===== src/sv/line_sensor_pd_steering_top_defines.svh =====
// assertion macros shared by the line sensor steering block
`ifndef LINE_SENSOR_PD_STEERING_TOP_DEFINES_SVH
`define LINE_SENSOR_PD_STEERING_TOP_DEFINES_SVH

// same-cycle implication, checked outside reset
`define LSPS_ASSERT_IMP(label, ante, cons, msg) \
    label: assert property (@(posedge clk) disable iff (!rst_n) (ante) |-> (cons)) \
        else $error(msg);

// next-cycle implication, checked outside reset
`define LSPS_ASSERT_NXT(label, ante, cons, msg) \
    label: assert property (@(posedge clk) disable iff (!rst_n) (ante) |=> (cons)) \
        else $error(msg);

`endif


===== src/sv/lsps_pkg.sv =====
// shared types, codes and functions of the line sensor steering block
package lsps_pkg;

    localparam int NUM_CH = 8;

    localparam logic [1:0] CMD_CAL    = 2'd0;
    localparam logic [1:0] CMD_FINISH = 2'd1;
    localparam logic [1:0] CMD_CTRL   = 2'd2;

    localparam logic [2:0] REG_GAIN_P      = 3'd0;
    localparam logic [2:0] REG_GAIN_D      = 3'd1;
    localparam logic [2:0] REG_DUTY_OFFSET = 3'd2;
    localparam logic [2:0] REG_LEFT_BIAS   = 3'd3;
    localparam logic [2:0] REG_DUTY_MAX    = 3'd4;

    localparam logic [4:0] GAIN_P_RST      = 5'd4;
    localparam logic [4:0] GAIN_D_RST      = 5'd10;
    localparam logic [5:0] DUTY_OFFSET_RST = 6'd1;
    localparam logic [5:0] LEFT_BIAS_RST   = 6'd20;
    localparam logic [7:0] DUTY_MAX_RST    = 8'd100;

    localparam logic [7:0] LOW_MARK_RST  = 8'd200;
    localparam logic [7:0] HIGH_MARK_RST = 8'd10;

    // front stage result handed to the pd datapath
    typedef struct packed {
        logic              ctl;
        logic [7:0]        pattern;
        logic signed [4:0] err;
        logic signed [5:0] diff;
    } lsps_front_t;

    typedef struct packed {
        logic              hit;
        logic signed [4:0] err;
    } lsps_lookup_t;

    // known line patterns and their position error
    function automatic lsps_lookup_t lookup_error(input logic [7:0] pat);
        lsps_lookup_t r;
        r.hit = 1'b1;
        case (pat)
            8'h01:   r.err = 5'sd15;
            8'h03:   r.err = 5'sd10;
            8'h02:   r.err = 5'sd5;
            8'h06:   r.err = 5'sd4;
            8'h04:   r.err = 5'sd3;
            8'h0C:   r.err = 5'sd2;
            8'h08:   r.err = 5'sd1;
            8'h10:   r.err = -5'sd1;
            8'h30:   r.err = -5'sd2;
            8'h20:   r.err = -5'sd3;
            8'h60:   r.err = -5'sd4;
            8'h40:   r.err = -5'sd5;
            8'hC0:   r.err = -5'sd10;
            8'h80:   r.err = -5'sd15;
            default:
            begin
                r.hit = 1'b0;
                r.err = 5'sd0;
            end
        endcase
        return r;
    endfunction

    // clamp to duty_max first, then to zero
    function automatic logic [7:0] clamp_duty(input logic signed [12:0] v,
                                              input logic [7:0] top);
        logic [7:0] r;
        if (v >= $signed({5'b0, top})) begin
            r = top;
        end else if (v <= 13'sd0) begin
            r = 8'd0;
        end else begin
            r = v[7:0];
        end
        return r;
    endfunction

endpackage


===== src/sv/lsps_lane.sv =====
// one sensor channel: running min and max, threshold and compare
module lsps_lane (
    input  logic       clk,
    input  logic       rst_n,
    input  logic       accept,
    input  logic [1:0] cmd,
    input  logic [7:0] sample,
    output logic       below
);
    import lsps_pkg::*;

    logic [7:0] low_mark_reg,  low_mark_next;
    logic [7:0] high_mark_reg, high_mark_next;
    logic [7:0] thr_reg,       thr_next;
    logic [8:0] mark_sum;

    assign below    = sample < thr_reg;
    assign mark_sum = {1'b0, low_mark_reg} + {1'b0, high_mark_reg};

    always_comb
    begin
        low_mark_next  = low_mark_reg;
        high_mark_next = high_mark_reg;
        thr_next       = thr_reg;
        if (accept) begin
            if (cmd == CMD_CAL) begin
                if (sample < low_mark_reg)  low_mark_next  = sample;
                if (sample > high_mark_reg) high_mark_next = sample;
            end else if (cmd == CMD_FINISH) begin
                thr_next = mark_sum[8:1];
            end
        end
    end

    always_ff @(posedge clk or negedge rst_n)
    begin
        if (!rst_n) begin
            low_mark_reg  <= LOW_MARK_RST;
            high_mark_reg <= HIGH_MARK_RST;
            thr_reg       <= 8'd0;
        end else begin
            low_mark_reg  <= low_mark_next;
            high_mark_reg <= high_mark_next;
            thr_reg       <= thr_next;
        end
    end

endmodule


===== src/sv/lsps_merge.sv =====
// merges lane bits into the line pattern and tracks the line error
module lsps_merge (
    input  logic                 clk,
    input  logic                 rst_n,
    input  logic                 accept,
    input  logic                 adv,
    input  logic [1:0]           cmd,
    input  logic [lsps_pkg::NUM_CH-1:0] below,
    output lsps_pkg::lsps_front_t front
);
    import lsps_pkg::*;

    logic signed [4:0] prev_error_reg, prev_error_next;
    logic [7:0]        pattern;
    lsps_lookup_t      hit_err;
    logic signed [4:0] err;
    lsps_front_t       front_reg, front_next;

    // channel 0 lands on the top bit, the others move down one
    assign pattern = {below[0], below[NUM_CH-1:1]};
    assign hit_err = lookup_error(pattern);
    assign err     = hit_err.hit ? hit_err.err : prev_error_reg;

    always_comb
    begin
        prev_error_next = prev_error_reg;
        front_next      = '0;
        if (cmd == CMD_CTRL) begin
            front_next.ctl     = 1'b1;
            front_next.pattern = pattern;
            front_next.err     = err;
            front_next.diff    = {err[4], err} - {prev_error_reg[4], prev_error_reg};
            if (accept) prev_error_next = err;
        end
    end

    always_ff @(posedge clk or negedge rst_n)
    begin
        if (!rst_n) begin
            prev_error_reg <= 5'sd0;
        end else begin
            prev_error_reg <= prev_error_next;
        end
    end

    always_ff @(posedge clk)
    begin
        if (adv) front_reg <= front_next;
    end

    assign front = front_reg;

endmodule


===== src/sv/lsps_pd.sv =====
// pd term, duty offsets and clamps over two register stages
module lsps_pd (
    input  logic                  clk,
    input  logic                  adv,
    input  lsps_pkg::lsps_front_t front,
    input  logic [4:0]            gain_p,
    input  logic [4:0]            gain_d,
    input  logic [5:0]            duty_offset,
    input  logic [5:0]            left_bias,
    input  logic [7:0]            duty_max,
    output logic [7:0]            line_pattern,
    output logic signed [4:0]     line_error,
    output logic [7:0]            left_duty,
    output logic [7:0]            right_duty
);
    import lsps_pkg::*;

    logic signed [11:0] p_term, d_term, pv_next;
    logic               ctl_reg;
    logic [7:0]         pat_reg;
    logic signed [4:0]  err_reg;
    logic signed [11:0] pv_reg;
    logic signed [12:0] left_sum, right_sum;
    logic [7:0]         pat_out_reg, left_reg, right_reg;
    logic signed [4:0]  err_out_reg;

    assign p_term  = $signed({7'b0, gain_p}) * $signed({{7{front.err[4]}}, front.err});
    assign d_term  = $signed({7'b0, gain_d}) * $signed({{6{front.diff[5]}}, front.diff});
    assign pv_next = p_term + d_term;

    always_ff @(posedge clk)
    begin
        if (adv) begin
            ctl_reg <= front.ctl;
            pat_reg <= front.pattern;
            err_reg <= front.err;
            pv_reg  <= pv_next;
        end
    end

    assign left_sum  = {pv_reg[11], pv_reg} - $signed({7'b0, duty_offset})
                       + $signed({7'b0, left_bias});
    assign right_sum = {pv_reg[11], pv_reg} + $signed({7'b0, duty_offset});

    always_ff @(posedge clk)
    begin
        if (adv) begin
            pat_out_reg <= pat_reg;
            err_out_reg <= err_reg;
            left_reg    <= ctl_reg ? clamp_duty(left_sum, duty_max)  : 8'd0;
            right_reg   <= ctl_reg ? clamp_duty(right_sum, duty_max) : 8'd0;
        end
    end

    assign line_pattern = pat_out_reg;
    assign line_error   = err_out_reg;
    assign left_duty    = left_reg;
    assign right_duty   = right_reg;

endmodule


===== src/sv/line_sensor_pd_steering_top.sv =====
// top level of the line sensor pd steering block
//
//   channel   handshake            payload
//   input     in_valid/in_ready    cmd, sample_0 .. sample_7
//   output    out_valid/out_ready  line_pattern, line_error, left_duty, right_duty
//   config    cfg_wr_en            cfg_index, cfg_wdata (no wait, no read-back)
//
// one transfer per cycle in both directions while out_ready keeps the pipe
// moving; results pass through the front, pd and clamp register stages
// the line error loop closes in the input cycle: the eight lanes compare in
// parallel and the merge stage updates the previous error in that same cycle
// reset restores calibration marks, thresholds, previous error, configuration registers and stage valid bits
// the whole pipe advances together; it holds only while a result waits for
// out_ready, and in_ready follows that same advance
module line_sensor_pd_steering_top (
    input  logic              clk,
    input  logic              rst_n,
    input  logic              in_valid,
    output logic              in_ready,
    input  logic [1:0]        cmd,
    input  logic [7:0]        sample_0,
    input  logic [7:0]        sample_1,
    input  logic [7:0]        sample_2,
    input  logic [7:0]        sample_3,
    input  logic [7:0]        sample_4,
    input  logic [7:0]        sample_5,
    input  logic [7:0]        sample_6,
    input  logic [7:0]        sample_7,
    output logic              out_valid,
    input  logic              out_ready,
    output logic [7:0]        line_pattern,
    output logic signed [4:0] line_error,
    output logic [7:0]        left_duty,
    output logic [7:0]        right_duty,
    input  logic              cfg_wr_en,
    input  logic [2:0]        cfg_index,
    input  logic [7:0]        cfg_wdata
);
    import lsps_pkg::*;

`include "line_sensor_pd_steering_top_defines.svh"

    // configuration registers
    logic [4:0] gain_p_reg, gain_d_reg;
    logic [5:0] duty_offset_reg, left_bias_reg;
    logic [7:0] duty_max_reg;

    // pipeline control
    logic adv, accept;
    logic s1_valid_reg, s2_valid_reg, out_valid_reg;

    logic [7:0]        sample_arr [NUM_CH];
    logic [NUM_CH-1:0] below;
    lsps_front_t       front;

    assign sample_arr[0] = sample_0;
    assign sample_arr[1] = sample_1;
    assign sample_arr[2] = sample_2;
    assign sample_arr[3] = sample_3;
    assign sample_arr[4] = sample_4;
    assign sample_arr[5] = sample_5;
    assign sample_arr[6] = sample_6;
    assign sample_arr[7] = sample_7;

    // move whenever the output register is empty or being drained
    assign adv      = !out_valid_reg || out_ready;
    assign in_ready = adv;
    assign accept   = in_valid && adv;

    // configuration writes, unknown indexes dropped
    always_ff @(posedge clk or negedge rst_n)
    begin
        if (!rst_n) begin
            gain_p_reg      <= GAIN_P_RST;
            gain_d_reg      <= GAIN_D_RST;
            duty_offset_reg <= DUTY_OFFSET_RST;
            left_bias_reg   <= LEFT_BIAS_RST;
            duty_max_reg    <= DUTY_MAX_RST;
        end else if (cfg_wr_en) begin
            unique case (cfg_index)
                REG_GAIN_P:      gain_p_reg      <= cfg_wdata[4:0];
                REG_GAIN_D:      gain_d_reg      <= cfg_wdata[4:0];
                REG_DUTY_OFFSET: duty_offset_reg <= cfg_wdata[5:0];
                REG_LEFT_BIAS:   left_bias_reg   <= cfg_wdata[5:0];
                REG_DUTY_MAX:    duty_max_reg    <= cfg_wdata;
                default:         ;
            endcase
        end
    end

    // valid bits of the three stages
    always_ff @(posedge clk or negedge rst_n)
    begin
        if (!rst_n) begin
            s1_valid_reg  <= 1'b0;
            s2_valid_reg  <= 1'b0;
            out_valid_reg <= 1'b0;
        end else if (adv) begin
            s1_valid_reg  <= in_valid;
            s2_valid_reg  <= s1_valid_reg;
            out_valid_reg <= s2_valid_reg;
        end
    end

    assign out_valid = out_valid_reg;

    // one lane per sensor channel
    for (genvar k = 0; k < NUM_CH; k++) begin : g_lane
        lsps_lane u_lane (
            .clk    (clk),
            .rst_n  (rst_n),
            .accept (accept),
            .cmd    (cmd),
            .sample (sample_arr[k]),
            .below  (below[k])
        );
    end

    // pattern, lookup and previous error
    lsps_merge u_merge (
        .clk    (clk),
        .rst_n  (rst_n),
        .accept (accept),
        .adv    (adv),
        .cmd    (cmd),
        .below  (below),
        .front  (front)
    );

    // pd term and wheel duties
    lsps_pd u_pd (
        .clk          (clk),
        .adv          (adv),
        .front        (front),
        .gain_p       (gain_p_reg),
        .gain_d       (gain_d_reg),
        .duty_offset  (duty_offset_reg),
        .left_bias    (left_bias_reg),
        .duty_max     (duty_max_reg),
        .line_pattern (line_pattern),
        .line_error   (line_error),
        .left_duty    (left_duty),
        .right_duty   (right_duty)
    );

    // checks
    `LSPS_ASSERT_IMP(a_err_range, out_valid_reg, line_error != -5'sd16, "line error out of range")
    `LSPS_ASSERT_NXT(a_front_fill, accept, s1_valid_reg, "accepted transfer lost in front stage")
    `LSPS_ASSERT_NXT(a_out_fill, adv && s2_valid_reg, out_valid_reg, "result lost before output")

endmodule


===== config.mk =====
export PLATFORM = sky130hd
export DESIGN_NAME = line_sensor_pd_steering_top
export DESIGN_NICKNAME = d
export VERILOG_FILES = /design/src/sv/lsps_pkg.sv /design/src/sv/lsps_lane.sv /design/src/sv/lsps_merge.sv /design/src/sv/lsps_pd.sv /design/src/sv/line_sensor_pd_steering_top.sv
export VERILOG_INCLUDE_DIRS = /design/src /design/src/sv
export SDC_FILE = /design/constraint.sdc
export NUM_CORES = 1
export LEC_CHECK = 0
export ABC_AREA = 1
export BUFFER_PORTS_ARGS = -buffer_cell sky130_fd_sc_hd__buf_2
export CAP_MARGIN = 20
export CORE_MARGIN = 2
export CORE_UTILIZATION = 40
export DETAILED_ROUTE_END_ITERATION = 12
export GPL_TIMING_DRIVEN = 0
export PLACE_DENSITY = 0.57
export SYNTH_ARGS = -nofsm -noshare
export SYNTH_HDL_FRONTEND = slang
export SYNTH_SLANG_ARGS = --single-unit
export TNS_END_PERCENT = 50

===== constraint.sdc =====
create_clock -name clk -period 7.1 [get_ports clk]
set_input_delay 0.71 -clock clk [delete_from_list [all_inputs] [get_ports clk]]
set_output_delay 0.71 -clock clk [all_outputs]
set_load 0.005 [all_outputs]

==> results of run 1 <==
worst reg2reg max path, stage by stage, from the launching register on:
cell and delay [ps]:
edfxtp_1 410, inv_1 150, or2_2 320, fa_1 510, fa_1 520, fa_1 540
fa_1 480, xnor2_1 240, fa_1 470, fa_1 490, inv_1 50, fa_1 520
inv_1 40, ha_1 330, a21oi_1 150, nand2_1 100, a21oi_1 140, inv_1 50
a21oi_1 190, nor2_1 60, nor2_1 90, nor2_1 40, nor2_1 110, xnor2_1 80
routing by layer:
metal / part of all wire / wire length [µm] / global-route usage / vias to the layer above
li1: - / - / - / 9009
met1: 0.45 / 23100 / 0.235 / 8076
met2: 0.48 / 25100 / 0.331 / 278
met3: 0.043 / 2240 / 0.0329 / 91
met4: 0.027 / 1400 / 0.0591 / 12
met5: 0.0014 / 71 / 0 / -
worst paths after layout:
path,cells past startpoint,start,to,slack [ps]
max in group asynchronous,3,rst_n,g_lane[0].u_lane.high_mark_reg[7]$_DFFE_PN0P_,5750
hold / removal,1,rst_n,g_lane[4].u_lane.high_mark_reg[6]$_DFFE_PN0P_,90
min in group clk,0,u_pd.pat_reg[5]$_DFFE_PN_,u_pd.line_pattern[5]$_DFFE_PN_,410
hold reg to reg,0,u_pd.pat_reg[5]$_DFFE_PN_,u_pd.line_pattern[5]$_DFFE_PN_,410
setup reg to reg,23,u_merge.front[10]$_SDFFCE_PN0N_,u_pd.pv_reg[10]$_DFFE_PN_,780
setup / recovery,23,u_merge.front[10]$_SDFFCE_PN0N_,u_pd.pv_reg[10]$_DFFE_PN_,780
cells by family after synthesis:
logic type / synth area share
XOR/XNOR: 0.0163
AND/OR/NAND/NOR: 0.178
buffers and inverters: 0.0926
adder cells (fa/ha/maj): 0.232
AO/OA/AOI/OAI: 0.114
flip-flops: 0.367
power by group:
group	total, mW	internal (mW)	switching (mW)
clock network	1.90	1.12	0.776
logic	5.88	2.34	3.55
registers	3.28	2.74	0.543
total	11.1	6.20	4.86
cells in the mapped netlist, types with 7 or more instances:
master      n  share of area
dfstp_2    49          0.059
o22ai_1     9         0.0026
o311ai_1    7         0.0028
nor3_1     12         0.0027
dfrtp_1   181           0.21
a21oi_1   135          0.031
clkbuf_1   31         0.0053
nor2_1    232          0.040
o211ai_1    9         0.0031
edfxtp_1   75           0.10
o211a_1     7         0.0032
a21o_1      9         0.0031
ha_1      330           0.19
a22oi_1     8         0.0027
nand4_1    22         0.0063
inv_1     493          0.084
fa_1       49          0.045
a211oi_1    7         0.0024
xor2_1     35          0.014
nand3_1    55          0.013
nand2_1   622           0.11
o21ai_0   245          0.056
area by class of cell:
| cell class | count | area (µm²) |
|---|---|---|
| Antenna cell | 2 | 5.00 |
| Clock inverter | 17 | 168 |
| Multi-Input combinational cell | 1852 | 11900 |
| Inverter | 500 | 1880 |
| Tap cell | 696 | 871 |
| Fill cell | 5347 | 29400 |
| Timing Repair Buffer | 115 | 653 |
| Sequential cell | 305 | 8070 |
| Buffer | 37 | 159 |
| Clock buffer | 50 | 1020 |
per-stage QoR:
stage	setup WS (ps)	power, mW
2_1_floorplan	1210	7.70
3_3_place_gp	773	9.00
3_5_place_dp	698	9.21
4_1_cts	676	11.2
5_1_grt	362	12.4
6_report	776	11.1
==> flow_metrics.tcl, run 1 <==
set metrics [dict create \
    area_growth_pct 12.4 \
    layout.cells.non_filler 3574 \
    seq_area_frac_synth 0.367 \
    final_cell_mix "nand2_1 (622), inv_1 (492), ha_1 (330), o21ai_0 (245), nor2_1 (232)" \
    yosys_warnings 0 \
    maxCapViolations 0 \
    clock_sink_count 305 \
    rows 85 \
    wirelength_um 51900 \
    place_congestion 0.858 \
    critPathCaptureType "register" \
    clkTransAtPathRegs_ps 60 \
    place_area_um2 23500 \
    hold_path.class "in2async" \
    status "complete, no violations" \
    overflow 0 \
    ys_types 46 \
    peakVddDrop_uv 196 \
    crit_chain "inv_1, or2_2, fa_1, fa_1, fa_1, fa_1, xnor2_1, fa_1, fa_1, inv_1, fa_1, inv_1, ha_1, a21oi_1, nand2_1, a21oi_1, inv_1, a21oi_1, nor2_1, nor2_1, nor2_1, nor2_1, xnor2_1" \
    finalInstanceArea_um2 24700 \
    cp-start-kind "register" \
    nets 3309 \
    final_common_cell "nand2_1" \
    slowest_stage "fa_1" \
    syn_area_per_cell_um2 8.16 \
    cpLargestDelayFamily "adder cells" \
    whs_ps 86.6 \
    syn_nets 3155 \
    finalCriticalPeriod_ps 6320 \
    die_area_um2 56900 \
    grt_pass1_vias 17743 \
    synth_edf_count 75 \
    port_buffers 112 \
    dr_total_vias 17466 \
    power.leakage_nw 13.0 \
    syn_inst 2694 \
    slowest_delay_ps 540 \
    grt_max_degree 114 \
    cp_common_cell "fa_1" \
    ant_nets 0 \
    drc 0 \
    cts_tree "done" \
    drv_slew 0 \
    drive_above_1_share 0.0894 \
    wl_per_cell_um 14.5 \
    cts_root_buffer "clkbuf_16" \
    postCtsResizedCells 0 \
    fp.dieW_um 238 \
    critical_path_class "reg2reg" \
    dr.pass1.iters 5 \
    rsz0062_at_grt "false" \
    hold_violations 0 \
    h-tree-depth 2 \
    numCtsBuffers 37 \
    finalSetupTns_ps 0 \
    synth_area_um2 22000 \
    critPathMaxFanout 6 \
    worst_pin_slew_ps 1060 \
    core_area_um2 54100 \
    ys_ff_latch 305 \
    finalClockSkew_ps 18.4 \
    arrival_ps 6620 \
    drt_iter0_markers 811 \
    async_flop_share 0.754 \
    final_util 0.457 \
    dp.cells 3505 \
    hpwl_um 40700 \
    cts_hold_buf 0 \
    period_share 0.891 \
    required_ps 7390 \
    grt_pass1_wl_um 86900 \
    clock_latency_ps 560 \
    initial_utilization 0.406 \
    post_cts_buffers 0 \
    die_y_um 238 \
    clock.fmax_mhz 158 \
    setup_viol 0 \
    num_io_pins 113 \
    grt.total_usage 0.189 \
    clockBufferDepth 3 \
    ys.flop_type "dfrtp_1" \
    slew_headroom 0.290 \
    antenna_found_initial 8 \
    vias_per_cell 4.89 \
    path_buf_inv 4 \
    power.density_nw_per_um2 448 \
]
No activity file was read; power rests on OpenSTA's default activity.
==> run 2, diff against run 1 <==
Settings changed: ABC_AREA 1 to unset, CORE_UTILIZATION 40 to 57, PLACE_DENSITY 0.57 to 0.76.
==> flow_metrics.tcl, run 2 <==
set metrics [dict create \
    die_area_um2 40100 \
    finalClockSkew_ps 12.6 \
    synth_area_um2 22000 \
    power.density_nw_per_um2 471 \
    seq_area_frac_synth 0.367 \
    ys.flop_type "dfrtp_1" \
    grt_pass1_wl_um 78700 \
    cp_common_cell "fa_1" \
    hpwl_um 35400 \
    dp_worst_setup_slack_ps 816 \
    grt.total_usage 0.238 \
    cts_tree "done" \
    nets 2730 \
    maxCapViolations 0 \
    status "complete, no violations" \
    worstReg2RegStart "gain_p_reg[0]$_DFFE_PN0P_" \
    rows 71 \
    grt_pass1_vias 16517 \
    ys_types 77 \
    critical_path_class "reg2reg" \
    syn_area_per_cell_um2 10.4 \
    cp-start-kind "register" \
    clock_sink_count 305 \
    post_cts_buffers 0 \
    finalSetupTns_ps 0 \
    synth_top_area_share 0.206 \
    overflow 0 \
    postCtsResizedCells 0 \
    final_common_cell "ha_1" \
    fp.dieW_um 200 \
    port_buffers 112 \
    clockBufferDepth 3 \
    dr.pass1.iters 4 \
    die_y_um 200 \
    dr_total_vias 15859 \
    drc 0 \
    period_share 0.884 \
    syn_nets 2577 \
    yosysMostFrequentCell "ha_1" \
    hold_violations 0 \
    arrival_ps 6600 \
    worst_slack_ps 823 \
    wirelength_um 46800 \
    yosys_warnings 0 \
    async_flop_share 0.754 \
    critPathCaptureType "register" \
    setup_viol 0 \
    yosys.area.top_type "dfrtp_1" \
    n_fill_cell 3059 \
    syn_inst 2116 \
    place_congestion 0.866 \
    hold_path.class "in2async" \
    drv_slew 0 \
    ys_ff_latch 305 \
    antenna_found_initial 11 \
    core_area_um2 37800 \
    critPathMaxFanout 6 \
    clock_latency_ps 570 \
    power.leakage_nw 12.0 \
    slew_headroom 0.393 \
    area_growth_pct 11.5 \
    cts_root_buffer "clkbuf_16" \
    r2r_cells 19 \
    rsz0062_at_grt "false" \
    required_ps 7420 \
    synth_common_cells "ha_1 (330), inv_1 (323), dfrtp_1 (181)" \
    num_io_pins 113 \
    final_cell_mix "ha_1 (330), inv_1 (323), dfrtp_1 (181), mux2_2 (155), nand2_1 (138)" \
    seq_area_um2 8070 \
    drt_iter0_markers 648 \
    wl_per_cell_um 16.6 \
    worst_pin_slew_ps 911 \
    h-tree-depth 2 \
    slowest_delay_ps 540 \
    crit_start "gain_p_reg[0]$_DFFE_PN0P_" \
    final_util 0.647 \
    ant_nets 0 \
    synthTopCellsByArea "dfrtp_1 (21%), ha_1 (19%), edfxtp_1 (10%)" \
    multiInputGateArea_um2 12600 \
    drive_above_1_share 0.182 \
    vias_per_cell 5.63 \
    cts_hold_buf 0 \
    numCtsBuffers 37 \
    clkTransAtPathRegs_ps 60 \
    synth_edf_count 75 \
    initial_utilization 0.580 \
    clock.fmax_mhz 159 \
    finalCriticalPeriod_ps 6280 \
    grt_max_degree 121 \
    crit_chain "nand2b_1, fa_1, fa_1, fa_1, fa_1, xnor2_1, fa_1, fa_1, inv_1, fa_1, inv_1, ha_1, inv_1, o21bai_1, a21oi_1, o21bai_1, a21o_1, or4_1, and3_1" \
    slowest_stage "fa_1" \
    peakVddDrop_uv 293 \
]
[run 2: changes by cell type in the layout (fill, tap and decap cells not counted), moves of 49 or more]
cell | previous run | this run
inv_1 | 492 | 323
nand3_1 | 55 | 6
mux2_2 | 0 | 155
o21ai_0 | 245 | 115
nor2_1 | 232 | 74
a21o_1 | 9 | 73
nand2_1 | 622 | 138
[run 2: cells by family after synthesis]
family,count (synthesis),synth area share
compound gates,445,0.133
xor+xnor,72,0.0287
fa+ha+maj,379,0.233
buf+inv,349,0.0598
flops,305,0.367
mux,160,0.0825
simple gates,406,0.0954
[run 2: worst max-delay path, delay by kind of cell, from the launching register on]
family          cells  cell delay (ps)
compound gates      4              630
buf+inv             3              170
simple gates        3              760
xor+xnor            1              200
flops               1              430
fa+ha+maj           8             3850
[run 2: final timing paths]
kind	to	slack (ps)
max	u_pd.pv_reg[11]$_DFFE_PN_	820
min	duty_max_reg[1]$_DFFE_PN0P_	200
max reg2reg	u_pd.pv_reg[11]$_DFFE_PN_	820
min reg2reg	u_pd.line_pattern[2]$_DFFE_PN_	420
max in group asynchronous	g_lane[1].u_lane.thr_reg[3]$_DFFE_PN0P_	5710
min in group clk	duty_max_reg[6]$_DFFE_PN1P_	380
[run 2: report_power, final]
| group | switching, mW | total, mW | internal [mW] |
|---|---|---|---|
| clock | 0.777 | 1.91 | 1.13 |
| sequential | 0.563 | 3.32 | 2.76 |
| combinational | 3.44 | 6.31 | 2.87 |
| total | 4.78 | 11.5 | 6.76 |
[run 2: final cells by class]
| class | instances | area share |
|---|---|---|
| Sequential cell | 305 | 0.330 |
| Multi-Input combinational cell | 1462 | 0.514 |
| Antenna cell | 8 | 0.000818 |
| Inverter | 323 | 0.0495 |
| Timing Repair Buffer | 114 | 0.0256 |
| Tap cell | 511 | 0.0261 |
| Clock inverter | 14 | 0.00619 |
| Clock buffer | 54 | 0.0438 |
| Buffer | 26 | 0.00414 |
[run 2: routing by layer]
layer | vias up | wire (µm) | global-route usage
li1 | 7700 | - | -
met1 | 7762 | 19500 | 0.285
met2 | 282 | 23800 | 0.430
met3 | 107 | 1970 | 0.0436
met4 | 8 | 1490 | 0.0820
met5 | - | 45 | 0
[run 2: stage by stage]
stage	total power [mW]	std cells	hold slack, ps	instance area, µm²
floorplan	8.10	2116	400	22000
global placement	9.28	2739	403	23200
detailed placement	9.61	2741	405	23200
CTS	11.6	2809	250	24500
global route	12.7	2814	297	24500
finish	11.5	2817	199	24500
==> run 3, diff against run 2 <==
Settings changed: CORE_UTILIZATION 57 to 52, PLACE_DENSITY 0.76 to 0.7.
==> flow_metrics.tcl, run 3 (synthesis results as in run 2) <==
set metrics [dict create \
    power.leakage_nw 12.0 \
    grt_pass1_vias 16682 \
    grt.total_usage 0.223 \
    wl_per_cell_um 16.5 \
    drive_above_1_share 0.181 \
    cts_hold_buf 0 \
    setup_viol 0 \
    combPwrFrac 0.547 \
    numCtsBuffers 37 \
    maxCapViolations 0 \
    overflow 0 \
    drc 0 \
    worst_pin_slew_ps 970 \
    hold_path.class "in2async" \
    critPathCaptureType "register" \
    post_cts_buffers 0 \
    peakVddDrop_uv 267 \
    rows 75 \
    clock_sink_count 305 \
    dr.pass1.iters 5 \
    h-tree-depth 2 \
    arrival_ps 6670 \
    vias_per_cell 5.49 \
    drv_slew 0 \
    switchingPower_mw 4.75 \
    core_area_um2 41900 \
    clock_latency_ps 570 \
    clockBufferDepth 3 \
    num_io_pins 113 \
    hold_violations 0 \
    internal_power_mw 6.78 \
    critical_path_class "reg2reg" \
    grt_max_degree 121 \
    dr_total_vias 15647 \
    status "complete, no violations" \
    postCtsResizedCells 0 \
    die_y_um 209 \
    finalCriticalPeriod_ps 6360 \
    clock.fmax_mhz 157 \
    rsz0062_at_grt "false" \
    antenna_found_initial 14 \
    hpwl_um 35800 \
    area_growth_pct 11.7 \
    power.density_nw_per_um2 470 \
    pwr-share-clk 0.166 \
    cts_root_buffer "clkbuf_16" \
    ant_nets 0 \
    critPathMaxFanout 6 \
    n_fill_cell 3587 \
    drt_iter0_markers 722 \
    cts_tree "done" \
    power_mw 11.5 \
    finalSetupTns_ps 0 \
    crit_start "gain_p_reg[2]$_DFFE_PN1P_" \
    final_common_cell "ha_1" \
    switching_share 0.412 \
    fp.dieW_um 209 \
    clkTransAtPathRegs_ps 60 \
    finalClockSkew_ps 23.0 \
    final_cell_mix "ha_1 (330), inv_1 (323), dfrtp_1 (181), mux2_2 (155), nand2_1 (138)" \
    place_congestion 0.857 \
    seq_area_um2 8070 \
    worstReg2RegStart "gain_p_reg[2]$_DFFE_PN1P_" \
    required_ps 7410 \
    multiInputGateArea_um2 12600 \
    grt_pass1_wl_um 79900 \
    nets 2730 \
    sequentialPowerShare 0.287 \
    port_buffers 112 \
    cp-start-kind "register" \
    initial_utilization 0.525 \
    die_area_um2 43900 \
    period_share 0.896 \
    slew_headroom 0.348 \
    wirelength_um 46900 \
]
[run 3: power by group through the flow]
stage	clock network, mW	registers (mW)	logic [mW]
2_1_floorplan	0	3.18	4.92
5_1_grt	2.03	3.42	7.28
4_1_cts	1.97	3.31	6.36
3_5_place_dp	0	3.34	6.29
3_3_place_gp	0	3.31	6.01
6_report	1.91	3.31	6.31
[run 3: critical path: stages, from the launching register on]
cell	delay, ps
dfstp_2	590
nand2_1	90
fa_1	490
fa_1	520
fa_1	550
fa_1	470
xnor2_1	260
fa_1	480
fa_1	490
inv_1	50
fa_1	520
inv_1	40
ha_1	320
inv_1	80
o21bai_1	80
a21oi_1	230
o21bai_1	90
a21o_1	210
or4_1	390
and3_1	180
[run 3: layer usage]
metal / up-vias / global-route usage / share of wire
li1: 7675 / - / -
met1: 7628 / 0.265 / 0.42
met2: 230 / 0.403 / 0.51
met3: 104 / 0.0361 / 0.037
met4: 10 / 0.0878 / 0.036
met5: - / 0 / 0.0011
[run 3: layout make-up]
cell class	instances	area share
multi-input cells	1462	0.513
flip-flops and latches	305	0.329
inverters	323	0.0494
clock buffers	57	0.0446
well taps	539	0.0275
repair buffers	114	0.0255
clock inverters	11	0.00546
plain buffers	26	0.00413
diodes	11	0.00112
[run 3: path summary, 6_finish.rpt]
path / end / depth (start not counted) / slack [ps]
min in group clk: duty_max_reg[6]$_DFFE_PN1P_ / 3 / 400
max in group asynchronous: g_lane[1].u_lane.low_mark_reg[5]$_DFFE_PN0P_ / 2 / 5740
min: duty_max_reg[1]$_DFFE_PN0P_ / 1 / 180
max: u_pd.pv_reg[11]$_DFFE_PN_ / 19 / 740
max reg2reg: u_pd.pv_reg[11]$_DFFE_PN_ / 19 / 740
min reg2reg: u_pd.line_pattern[7]$_DFFE_PN_ / 0 / 420
[run 3: stage by stage]
stage | hold WS [ps] | setup slack, ps | utilization | area (µm²) | instances
after detailed placement | 405 | 746 | 0.556 | 23300 | 2769
after global routing | 270 | 430 | 0.586 | 24500 | 2846
after global placement | 404 | 830 | 0.554 | 23200 | 2767
after floorplan | 400 | 1140 | - | 22000 | 2116
after CTS | 230 | 719 | 0.585 | 24500 | 2837
final | 183 | 737 | 0.586 | 24500 | 2848
